<file path="config.mk">
export PLATFORM = sky130hd
export DESIGN_NAME = bcsr_acc_queue
export DESIGN_NICKNAME = d
export VERILOG_FILES = /design/src/design/bcsr_acc_pkg.sv /design/src/design/bcsr_acc_queue.sv
export SDC_FILE = /design/constraint.sdc
export NUM_CORES = 1
export LEC_CHECK = 0
export BUFFER_PORTS_ARGS = -buffer_cell sky130_fd_sc_hd__buf_2
export CAP_MARGIN = 0
export CELL_PAD_IN_SITES_DETAIL_PLACEMENT = 0
export CELL_PAD_IN_SITES_GLOBAL_PLACEMENT = 2
export CORE_MARGIN = 2
export CORE_UTILIZATION = 25
export CTS_CLUSTER_SIZE = 10
export DETAILED_ROUTE_END_ITERATION = 7
export HOLD_SLACK_MARGIN = 0.06
export MAX_ROUTING_LAYER = met4
export PLACE_DENSITY = 0.6
export SETUP_SLACK_MARGIN = 0.5
export SLEW_MARGIN = 20
export SYNTH_ARGS = -nofsm -noshare
export SYNTH_HDL_FRONTEND = slang
export SYNTH_SLANG_ARGS = --single-unit
</file>
<file path="constraint.sdc">
create_clock -name i_clk -period 4.1 [get_ports i_clk]
set_clock_uncertainty 0.2 [all_clocks]
set_input_delay 0.205 -clock i_clk [delete_from_list [all_inputs] [get_ports i_clk]]
set_output_delay 0.205 -clock i_clk [all_outputs]
set_load 0.01 [all_outputs]
</file>
<file path="src/design/bcsr_acc_pkg.sv">
// ----------------------------------------------------------------------------
// bcsr_acc_pkg
// Shared types, constants and arithmetic helpers of the BCSR SpMV accumulator.
// ----------------------------------------------------------------------------
`default_nettype none

package bcsr_acc_pkg;

    // Vector stores
    localparam int VEC_DEPTH = 4096;
    localparam int VEC_AW    = $clog2(VEC_DEPTH);

    // Field widths
    localparam int IDX_W  = 12;
    localparam int V_W    = 32;
    localparam int Y_W    = 48;
    localparam int PROD_W = 2 * V_W;
    localparam int FRAC_W = 16;
    localparam int ROW_W  = 13;
    localparam int MROW_W = 16;

    // Block shape
    localparam int MAX_DIM = 8;
    localparam int DIM_W   = 4;
    localparam int CNT_W   = $clog2(MAX_DIM);

    // Stream and configuration ports
    localparam int S_TDATA_W  = 72;
    localparam int CFG_IDX_W  = 2;
    localparam int CFG_DATA_W = 13;

    // Queue between front and back, and result queue
    localparam int Q_DEPTH   = 4;
    localparam int Q_AW      = $clog2(Q_DEPTH);
    localparam int OUT_DEPTH = 8;
    localparam int OUT_AW    = $clog2(OUT_DEPTH);

    // Configuration register indexes
    localparam logic [CFG_IDX_W-1:0] CFG_BLOCK_ROWS = 2'd0;
    localparam logic [CFG_IDX_W-1:0] CFG_BLOCK_COLS = 2'd1;
    localparam logic [CFG_IDX_W-1:0] CFG_ROW_START  = 2'd2;
    localparam logic [CFG_IDX_W-1:0] CFG_ROW_END    = 2'd3;

    localparam logic [ROW_W-1:0] ROW_END_RST = 13'd4096;

    typedef enum logic [1:0] {
        OP_LOAD_X = 2'd0,
        OP_LOAD_Y = 2'd1,
        OP_BLOCK  = 2'd2,
        OP_READ_Y = 2'd3
    } t_op;

    // Active configuration, block dimensions already clamped
    typedef struct packed {
        logic [DIM_W-1:0] rows;
        logic [DIM_W-1:0] cols;
        logic [ROW_W-1:0] row_start;
        logic [ROW_W-1:0] row_end;
    } t_cfg;

    // Classified command handed from front to back
    typedef struct packed {
        t_op                op;
        logic [VEC_AW-1:0]  x_addr;
        logic               x_ok;
        logic [VEC_AW-1:0]  y_addr;
        logic               y_en;
        logic               eor;
        logic [V_W-1:0]     value;
    } t_cmd;

    // Read result
    typedef struct packed {
        logic           sat;
        logic [Y_W-1:0] value;
    } t_res;

    // Map a block dimension of zero to one and cap it at the maximum
    function automatic logic [DIM_W-1:0] clamp_dim(input logic [DIM_W-1:0] d);
        if (d == '0) begin
            return DIM_W'(1);
        end else if (d > DIM_W'(MAX_DIM)) begin
            return DIM_W'(MAX_DIM);
        end
        return d;
    endfunction

    // Saturating Q32.16 add; bit Y_W of the result flags a clip
    function automatic logic [Y_W:0] sat_add(input logic [Y_W-1:0] a,
                                             input logic [Y_W-1:0] b);
        logic [Y_W:0] s;
        s = {a[Y_W-1], a} + {b[Y_W-1], b};
        if (s[Y_W] != s[Y_W-1]) begin
            if (s[Y_W]) begin
                return {1'b1, 1'b1, {(Y_W-1){1'b0}}};
            end
            return {1'b1, 1'b0, {(Y_W-1){1'b1}}};
        end
        return {1'b0, s[Y_W-1:0]};
    endfunction

endpackage

`default_nettype wire

</file>
<file path="src/design/bcsr_acc_queue.sv">
// ----------------------------------------------------------------------------
// bcsr_acc_queue
// Short command queue that decouples the front end from the back end.
// ----------------------------------------------------------------------------
`default_nettype none

module bcsr_acc_queue (
    input  wire logic               i_clk,
    input  wire logic               i_rst_n,
    input  wire logic               i_push,
    input  wire bcsr_acc_pkg::t_cmd i_cmd,
    output logic                    o_full,
    output logic                    o_valid,
    output bcsr_acc_pkg::t_cmd      o_cmd,
    input  wire logic               i_pop
);

    bcsr_acc_pkg::t_cmd            r_mem [bcsr_acc_pkg::Q_DEPTH];
    logic [bcsr_acc_pkg::Q_AW-1:0] r_wp, r_rp;
    logic [bcsr_acc_pkg::Q_AW:0]   r_cnt, n_cnt;

    assign o_full  = (r_cnt == (bcsr_acc_pkg::Q_AW+1)'(bcsr_acc_pkg::Q_DEPTH));
    assign o_valid = (r_cnt != '0);
    assign o_cmd   = r_mem[r_rp];

    // Store pushed commands
    always_ff @(posedge i_clk) begin
        if (i_push) begin
            r_mem[r_wp] <= i_cmd;
        end
    end

    // Track fill level
    always_comb begin
        n_cnt = r_cnt;
        if (i_push && !i_pop) begin
            n_cnt = r_cnt + 1'b1;
        end else if (!i_push && i_pop) begin
            n_cnt = r_cnt - 1'b1;
        end
    end

    always_ff @(posedge i_clk) begin
        if (!i_rst_n) begin
            r_wp  <= '0;
            r_rp  <= '0;
            r_cnt <= '0;
        end else begin
            if (i_push) begin
                r_wp <= r_wp + 1'b1;
            end
            if (i_pop) begin
                r_rp <= r_rp + 1'b1;
            end
            r_cnt <= n_cnt;
        end
    end

endmodule

`default_nettype wire

</file>
==> qor.yml <==
outcome: "finished clean"
antenna_cells: 0
setup.worst_path.end_class: "output port"
grt_antenna_before_repair: 0
final_core_util: 0.326
port_buffers: 127
fillers: 3494
worstHoldStart: "i_cmd[19]"
drc: 0
layout_commonest_cell: "edfxtp_1"
grt_max_degree: 62
cpMaxStageDelayCell: "dfxtp_4"
p_per_area_mw_per_mm2: 503
nets: 644
cts_tree: "done"
worst_slew_pin_slew_ps: 1040
crit_family: "flip-flops"
syn_nets: 433
clkLatencyLatePin_ps: 540
numCtsBuffers: 30
cts.clk_slew.worst_paths_ps: 60
fmax_mhz: 357
drt-pass1-iter-count: 4
grt_use_total: 0.0990
drt_iter0_markers: 160
slew-limit-headroom: 0.304
via_count: 4355
crit_arrival_ps: 2390
netlist_area_mm2: 0.00932
worstSetupPathType: "reg -> out"
worstPathRequired_ps: 3690
core_area_mm2: 0.0367
drv_cap: 0
r2r_cells: 3
overflow: 0
synth-compound-area-share: 0.00134
cts_max_path_buffers: 3
synth_cell_types: 21
clock_sinks: 253
r2r-end: "r_mem[2][10]"
postCtsSetupRepairBufs: 0
synth-simple-area-share: 0.00994
synth_seq_area_share: 0.806
most-common-layout-cells: "edfxtp_1 (244), buf_2 (127), dlygate4sd3_1 (65)"
cp_max_fo: 37
cts_resized: 0
yosysWarnings: 0
crit_chain: "buf_12 -> mux4_2 -> buf_2"
htreeDepth: 1
hold_violations: 0
setup_viol: 0
power_leakage_nw: 4.00
critPathBufInv: 2
rsz0062_at_grt: "no"
tns_ps: 0
dieArea_mm2: 0.0388
dp_slack_ps: 1760
cts-root-buf: "clkbuf_16"
fin_crit_ps: 2800
drt-vias-per-instance: 4.09
multiInputGateArea_mm2: 0.00164
syn_to_final_growth_pct: 28.4
die_y_um: 197
synth_cells: 362
rrSetupSlack_ps: 2070
drt-total-wl_um: 18600
dpl.hpwl_um: 10400
ir_drop_mv: 0.336
finalWorstSetupSlack_ps: 1300
synth_fa_ha_area_frac: 0.00886
slowest_delay_ps: 700
slew_violations: 0
grt_pass1_vias: 4914
muxShareOfSynthArea: 0.150
ioPinCount: 128
synth_seq_cells: 253
hold_path_class: "in -> reg"
timing.rr.start: "r_wp[0]"
wl_per_cell_um: 17.5
endpoint: "o_cmd[60]"
seqCellArea_mm2: 0.00751
antenna_left: 0
die_w_um: 197
initial_core_util: 0.254
grt_pass1_wl_um: 28300
avgSynthCellArea_um2: 25.7
synth_top_family_by_area: "multiplexers"
gp_congestion: 0.692
final.period_utilization: 0.683
crit_path_start_kind: "flop"
synthXorXnorAreaFrac: 0.00470
drive_gt1_frac: 0.382
num_rows: 70
timing.critical_path.depth: 3
-- synthesized netlist by cell type (all sizes together) --
| master | instances | area, um2 |
|---|---|---|
| mux2i | 2 | 20.0 |
| dfxtp | 9 | 180 |
| buf | 14 | 165 |
| xnor2 | 2 | 17.5 |
| nor2b | 2 | 12.5 |
| edfxtp | 244 | 7330 |
| xor2 | 3 | 26.3 |
| or3 | 2 | 12.5 |
| mux4 | 61 | 1380 |
| o21ai | 1 | 5.00 |
| ha | 5 | 62.6 |
| and2 | 9 | 56.3 |
| nand2 | 1 | 3.75 |
| nor3b | 1 | 7.51 |
| inv | 4 | 15.0 |
| a21boi | 1 | 7.51 |
| fa | 1 | 20.0 |
-- stage by stage --
step                      cells  power, mW  hold slack, ps  instance area [um2]
after detailed placement    944       3.63             224                10400
after global routing       1065       6.25             200                12000
after CTS                  1065       6.13             172                12000
after floorplan             362       3.40             104                 9320
final                      1065       6.02             211                12000
after global placement      944       3.60             215                10400
-- report_power, final --
group	leakage, nW	internal (mW)	switching [mW]	total, mW
registers	2.32	2.97	0.0691	3.04
logic	1.26	0.288	0.271	0.559
clock network	0.427	1.46	0.960	2.42
-- area by class of cell --
cell class                      count  area share
Clock inverter                      5     0.00418
Multi-Input combinational cell     91       0.137
Sequential cell                   253       0.628
Inverter                            4     0.00126
Timing Repair Buffer              193       0.109
Tap cell                          468      0.0490
Clock buffer                       51      0.0711
-- cells by family after synthesis --
| kind of cell | after synthesis |
|---|---|
| and+or+nand+nor | 15 |
| DFF | 253 |
| xor gates and xnor gates | 5 |
| buffers and inverters | 18 |
| AOI/OAI and AO/OA | 2 |
| adders and majority gates | 6 |
| muxes | 63 |
-- state kept, by name, indices dropped and copies added, names as in the netlist, named ones only --
register,count
r_wp,2
r_cnt,3
r_mem,244
r_rp,2
-- per-layer routing --
metal	wire, um	share of wire	track usage
met2	9420	0.51	0.169
met3	713	0.038	0.0186
met5	0	0	-
met4	428	0.023	0.0359
met1	8020	0.43	0.117
-- worst min path at each step --
stage	end	slack, ps	depth (start not counted)
2_1_floorplan	r_mem[0][0]	100	0
3_3_place_gp	r_mem[3][31]	220	1
3_5_place_dp	r_mem[3][39]	220	1
4_1_cts	r_mem[3][19]	170	2
5_1_grt	r_mem[1][33]	200	2
6_report	r_mem[3][19]	210	2
-- timing repair --
action | 4_1_cts | 5_1_grt
hold buffers | 65 | 0
endpoints found under the setup margin | 0 | 0
hold endpoints to repair | 253 | 0
Note: power is estimated with default switching activity, not from simulation.
