### src/design/bcsr_acc_pkg.sv
// ----------------------------------------------------------------------------
// bcsr_acc_pkg
// Shared types, constants and arithmetic helpers of the BCSR SpMV accumulator.
// ----------------------------------------------------------------------------
`default_nettype none

package bcsr_acc_pkg;

    // Vector stores
    localparam int VEC_DEPTH = 4096;
    localparam int VEC_AW    = $clog2(VEC_DEPTH);

    // Field widths
    localparam int IDX_W  = 12;
    localparam int V_W    = 32;
    localparam int Y_W    = 48;
    localparam int PROD_W = 2 * V_W;
    localparam int FRAC_W = 16;
    localparam int ROW_W  = 13;
    localparam int MROW_W = 16;

    // Block shape
    localparam int MAX_DIM = 8;
    localparam int DIM_W   = 4;
    localparam int CNT_W   = $clog2(MAX_DIM);

    // Stream and configuration ports
    localparam int S_TDATA_W  = 72;
    localparam int CFG_IDX_W  = 2;
    localparam int CFG_DATA_W = 13;

    // Queue between front and back, and result queue
    localparam int Q_DEPTH   = 4;
    localparam int Q_AW      = $clog2(Q_DEPTH);
    localparam int OUT_DEPTH = 8;
    localparam int OUT_AW    = $clog2(OUT_DEPTH);

    // Configuration register indexes
    localparam logic [CFG_IDX_W-1:0] CFG_BLOCK_ROWS = 2'd0;
    localparam logic [CFG_IDX_W-1:0] CFG_BLOCK_COLS = 2'd1;
    localparam logic [CFG_IDX_W-1:0] CFG_ROW_START  = 2'd2;
    localparam logic [CFG_IDX_W-1:0] CFG_ROW_END    = 2'd3;

    localparam logic [ROW_W-1:0] ROW_END_RST = 13'd4096;

    typedef enum logic [1:0] {
        OP_LOAD_X = 2'd0,
        OP_LOAD_Y = 2'd1,
        OP_BLOCK  = 2'd2,
        OP_READ_Y = 2'd3
    } t_op;

    // Active configuration, block dimensions already clamped
    typedef struct packed {
        logic [DIM_W-1:0] rows;
        logic [DIM_W-1:0] cols;
        logic [ROW_W-1:0] row_start;
        logic [ROW_W-1:0] row_end;
    } t_cfg;

    // Classified command handed from front to back
    typedef struct packed {
        t_op                op;
        logic [VEC_AW-1:0]  x_addr;
        logic               x_ok;
        logic [VEC_AW-1:0]  y_addr;
        logic               y_en;
        logic               eor;
        logic [V_W-1:0]     value;
    } t_cmd;

    // Read result
    typedef struct packed {
        logic           sat;
        logic [Y_W-1:0] value;
    } t_res;

    // Map a block dimension of zero to one and cap it at the maximum
    function automatic logic [DIM_W-1:0] clamp_dim(input logic [DIM_W-1:0] d);
        if (d == '0) begin
            return DIM_W'(1);
        end else if (d > DIM_W'(MAX_DIM)) begin
            return DIM_W'(MAX_DIM);
        end
        return d;
    endfunction

    // Saturating Q32.16 add; bit Y_W of the result flags a clip
    function automatic logic [Y_W:0] sat_add(input logic [Y_W-1:0] a,
                                             input logic [Y_W-1:0] b);
        logic [Y_W:0] s;
        s = {a[Y_W-1], a} + {b[Y_W-1], b};
        if (s[Y_W] != s[Y_W-1]) begin
            if (s[Y_W]) begin
                return {1'b1, 1'b1, {(Y_W-1){1'b0}}};
            end
            return {1'b1, 1'b0, {(Y_W-1){1'b1}}};
        end
        return {1'b0, s[Y_W-1:0]};
    endfunction

endpackage

`default_nettype wire

### src/design/bcsr_acc_front.sv
// ----------------------------------------------------------------------------
// bcsr_acc_front
// Front end: walks the block row/column counters and turns each accepted
// word into a command with resolved x and y addresses.
// ----------------------------------------------------------------------------
`default_nettype none

module bcsr_acc_front (
    input  wire logic                           i_clk,
    input  wire logic                           i_rst_n,
    input  wire logic                           i_shape_clr,
    input  wire bcsr_acc_pkg::t_cfg             i_cfg,
    input  wire logic                           i_accept,
    input  wire bcsr_acc_pkg::t_op              i_op,
    input  wire logic [bcsr_acc_pkg::IDX_W-1:0] i_index,
    input  wire logic [bcsr_acc_pkg::V_W-1:0]   i_value,
    input  wire logic [bcsr_acc_pkg::IDX_W-1:0] i_block_row,
    input  wire logic [bcsr_acc_pkg::IDX_W-1:0] i_col_start,
    output bcsr_acc_pkg::t_cmd                  o_cmd
);

    logic [bcsr_acc_pkg::CNT_W-1:0]  r_col, n_col;
    logic [bcsr_acc_pkg::CNT_W-1:0]  r_row, n_row;
    logic                            w_blk;
    logic                            w_last_col;
    logic                            w_last_row;
    logic [bcsr_acc_pkg::ROW_W-1:0]  w_col;
    logic [bcsr_acc_pkg::MROW_W-1:0] w_mrow;
    logic                            w_y_ok;

    assign w_blk = (i_op == bcsr_acc_pkg::OP_BLOCK);

    // Position of this element inside its block
    assign w_last_col = (({1'b0, r_col} + 1'b1) >= i_cfg.cols);
    assign w_last_row = (({1'b0, r_row} + 1'b1) >= i_cfg.rows);

    // x column and target matrix row
    assign w_col  = bcsr_acc_pkg::ROW_W'(i_col_start) + bcsr_acc_pkg::ROW_W'(r_col);
    assign w_mrow = bcsr_acc_pkg::MROW_W'(i_block_row) * bcsr_acc_pkg::MROW_W'(i_cfg.rows)
                  + bcsr_acc_pkg::MROW_W'(r_row);
    assign w_y_ok = (w_mrow >= bcsr_acc_pkg::MROW_W'(i_cfg.row_start))
                 && (w_mrow <  bcsr_acc_pkg::MROW_W'(i_cfg.row_end))
                 && (w_mrow <  bcsr_acc_pkg::MROW_W'(bcsr_acc_pkg::VEC_DEPTH));

    // Build the command
    always_comb begin
        o_cmd.op     = i_op;
        o_cmd.x_addr = w_blk ? w_col[bcsr_acc_pkg::VEC_AW-1:0] : i_index;
        o_cmd.x_ok   = (w_col < bcsr_acc_pkg::ROW_W'(bcsr_acc_pkg::VEC_DEPTH));
        o_cmd.y_addr = w_blk ? w_mrow[bcsr_acc_pkg::VEC_AW-1:0] : i_index;
        o_cmd.y_en   = w_blk ? (w_last_col && w_y_ok) : (i_op == bcsr_acc_pkg::OP_LOAD_Y);
        o_cmd.eor    = w_last_col;
        o_cmd.value  = i_value;
    end

    // Advance the counters on each block element; a block shape write clears them
    always_comb begin
        n_col = r_col;
        n_row = r_row;
        if (i_shape_clr) begin
            n_col = '0;
            n_row = '0;
        end else if (i_accept && w_blk) begin
            if (w_last_col) begin
                n_col = '0;
                n_row = w_last_row ? '0 : r_row + 1'b1;
            end else begin
                n_col = r_col + 1'b1;
            end
        end
    end

    always_ff @(posedge i_clk) begin
        if (!i_rst_n) begin
            r_col <= '0;
            r_row <= '0;
        end else begin
            r_col <= n_col;
            r_row <= n_row;
        end
    end

endmodule

`default_nettype wire

### config.mk
export PLATFORM = sky130hd
export DESIGN_NAME = bcsr_acc_front
export DESIGN_NICKNAME = d
export VERILOG_FILES = /design/src/design/bcsr_acc_pkg.sv /design/src/design/bcsr_acc_front.sv
export SDC_FILE = /design/constraint.sdc
export NUM_CORES = 1
export LEC_CHECK = 0
export BUFFER_PORTS_ARGS = -buffer_cell sky130_fd_sc_hd__buf_2
export CAP_MARGIN = 10
export CELL_PAD_IN_SITES_DETAIL_PLACEMENT = 1
export CELL_PAD_IN_SITES_GLOBAL_PLACEMENT = 1
export CORE_ASPECT_RATIO = 0.75
export CORE_UTILIZATION = 36
export DETAILED_ROUTE_END_ITERATION = 10
export PLACE_DENSITY_LB_ADDON = 0.25
export SYNTH_ARGS = -nofsm -noshare
export SYNTH_HDL_FRONTEND = slang
export SYNTH_SLANG_ARGS = --single-unit
### constraint.sdc
create_clock -name i_clk -period 23.3 [get_ports i_clk]
set_clock_uncertainty 0.15 [all_clocks]
set_input_delay 5.825 -clock i_clk [delete_from_list [all_inputs] [get_ports i_clk]]
set_output_delay 5.825 -clock i_clk [all_outputs]
set_load 0.02 [all_outputs]
==> impl_metrics.tcl <==
set metrics [dict create \
    ys_ff_latch 6 \
    vias_per_cell 4.960 \
    rrSetupSlack_ns 20.82 \
    grt_usage_pct 18.04 \
    grt_pass1_wl_mm 15.04 \
    die_x_um 116.7 \
    ys_seq_area_share_pct 3.383 \
    start_util_pct 38.15 \
    synthArstFlopShare_pct 0 \
    syn_area_per_cell_um2 7.719 \
    worst_ep_arrival_time_ns 10.72 \
    fin_crit_sh_pct 71.67 \
    cts_tree "built" \
    drv_slew 0 \
    required_ns 17.33 \
    grt_overflow 0 \
    grt_pass1_vias 3389 \
    cp_common_cell "ha_1" \
    synthDistinctLibCells 53 \
    max_freq_mhz 59.88 \
    p_leak_nw 2.221 \
    portBuffers 104 \
    num_vias 3234 \
    cts_resized 0 \
    ir_worst_vdd_v 0.00003424 \
    n_antenna_cell 0 \
    die_y_um 88.01 \
    synth_warnings 0 \
    cp.depth 18 \
    synth_enable_flop_cells 0 \
    clk_latency_ns 0.23 \
    syn2layout_area_growth_pct 13.04 \
    min_from "r_col[2]$_SDFFE_PP0P_" \
    first_pass_iters 4 \
    ant_nets 0 \
    clock_tree.root_cell "clkbuf_16" \
    syn_inst 460 \
    design_area_um2 4014 \
    clkSinkCount 6 \
    clockBufferDepth 2 \
    grt_max_degree 27 \
    yosys.area.top_type "ha_1" \
    core_region_area_um2 9309 \
    dp_hpwl_mm 8.205 \
    wl_mm 9.127 \
    r2r_end "r_row[2]$_SDFFE_PP0P_" \
    fin_tns_setup_ns 0 \
    setup_viol_count_final 0 \
    slowest_delay_ns 0.55 \
    fill_cells 1215 \
    criticalPathCategory "in2out" \
    cts_setup_buffers 0 \
    drc 0 \
    cts.clk_slew.worst_paths_ns 0.03 \
    netlist.area_leader.share_pct 25.02 \
    crit_chain "buf_2, nand2_1, fa_1, inv_1, fa_1, ha_1, ha_1, nor2b_4, o31ai_4, a21boi_0, ha_1, and3_1, a2111oi_2, a21oi_1, o311ai_1, nand4b_1, o41ai_2, buf_2" \
    multi_input_area_um2 2928 \
    hold_path_class "reg2reg" \
    final_nets 728 \
    endpoint_kind "output port" \
    io_pins 169 \
    rows 30 \
    status "finished clean" \
    synth_fp_nets 662 \
    cp_top_family "adder cells" \
    yosys-top-cells-area "ha_1, fa_1, buf_4" \
    min_to "r_col[2]$_SDFFE_PP0P_" \
    synth_most_common_cell "ha_1" \
    synth-main-ff-cell "dfxtp_1" \
    dieArea_um2 10270 \
    start_kind "primary input" \
    rsz0062_at_grt "false" \
    cts_hold_buf 0 \
    reg2reg_depth 8 \
    hold_viol_final 0 \
    drt_iter0_markers 55 \
    hold_depth 2 \
    crit_buf_inv 3 \
    antenna_found_initial 0 \
    gp_congestion 0.8109 \
    regArea_um2 120.1 \
    placed_cell_area_um2 3939 \
    wl_per_cell_um 14.00 \
    maxCapViolCount 0 \
    h-tree-depth 1 \
    drive_gt1_share_pct 22.90 \
    synthTopCellsByCount "ha_1, nand2_1, inv_1" \
    cts_buffers 3 \
    critPathMaxFanout 13 \
    regToRegStartpoint "r_row[0]$_SDFFE_PP0P_" \
    crit_path_top_delay_cell "fa_1" \
    fin_crit_ns 16.70 \
    power.density_nw_per_um2 45.25 \
    synth_area_um2 3551 \
    worst_slew_pin_slew_ns 1.116 \
    slew_headroom_pct 25.47 \
]
-- how the worst max path moves through the flow --
stage           endpoint       from
5_1_grt        o_cmd[33]  i_cfg[33]
2_1_floorplan  o_cmd[33]  i_cfg[33]
6_report       o_cmd[33]  i_cfg[33]
4_1_cts        o_cmd[33]  i_cfg[33]
3_3_place_gp   o_cmd[33]  i_cfg[33]
3_5_place_dp   o_cmd[33]  i_cfg[33]
-- sequential cells by signal, indices dropped and copies added (netlist names) --
name,flops
r_col,3
r_row,3
-- cells by family after synthesis --
logic type	Yosys count	synth area share (%)
adder cells (fa/ha/maj)	94	37.98
AO/OA/AOI/OAI	83	16.39
multiplexers	1	0.2819
buffers and inverters	99	14.16
AND/OR/NAND/NOR	155	22.38
flip-flops	6	3.383
XOR/XNOR	22	5.426
-- cells in the final DEF, fill, tap and decap left out, types with 11 or more instances in the layout --
cell     instances
xor2_1          11
inv_1           56
nand2_1         63
nor2_1          12
o21ai_0         20
a21oi_1         24
xnor2_1         11
buf_2          104
fa_1            23
and2_1          35
ha_1            71
-- cell type report --
type	instances	area share, %
Clock buffer	3	1.870
Sequential cell	6	2.993
Multi-Input combinational cell	355	72.94
Inverter	56	5.237
Tap cell	128	3.990
Timing Repair Buffer	104	12.97
-- report_power, final --
| part | leakage (nW) | total [mW] | switching, mW | internal (mW) |
|---|---|---|---|---|
| clock network | 0.0370 | 0.0278 | 0.00578 | 0.0220 |
| registers | 0.0484 | 0.0105 | 0.0000845 | 0.0104 |
| logic | 2.14 | 0.143 | 0.0825 | 0.0609 |
| total | 2.22 | 0.182 | 0.0883 | 0.0933 |
-- worst reg2reg max path: cells and delay by family (launching register included) --
family / cells / cell delay (ns)
flip-flops: 1 / 0.42
AND/OR/NAND/NOR: 1 / 0.21
AO/OA/AOI/OAI: 5 / 1.06
adder cells (fa/ha/maj): 2 / 0.57
-- per-stage QoR --
stage	total power, mW	std cells	util (%)	hold slack, ns	setup WS (ns)
floorplan	0.1227	460	-	0.3254	6.963
global placement	0.1499	649	42.31	0.3634	6.692
detailed placement	0.1551	649	42.31	0.3843	6.547
CTS	0.1840	652	43.12	0.3897	6.523
global route	0.2024	652	43.12	0.4251	6.253
finish	0.1816	652	43.12	0.3835	6.601
-- metal layers --
metal  routed length, um  vias to the layer above  track usage, %
li1                    -                     1635               -
met3                 290                        8           1.730
met5                   0                        -               0
met2                4439                       59           33.03
met4                  40                        0           2.301
met1                4356                     1532           23.54
Power figures use the tool's default switching activity.
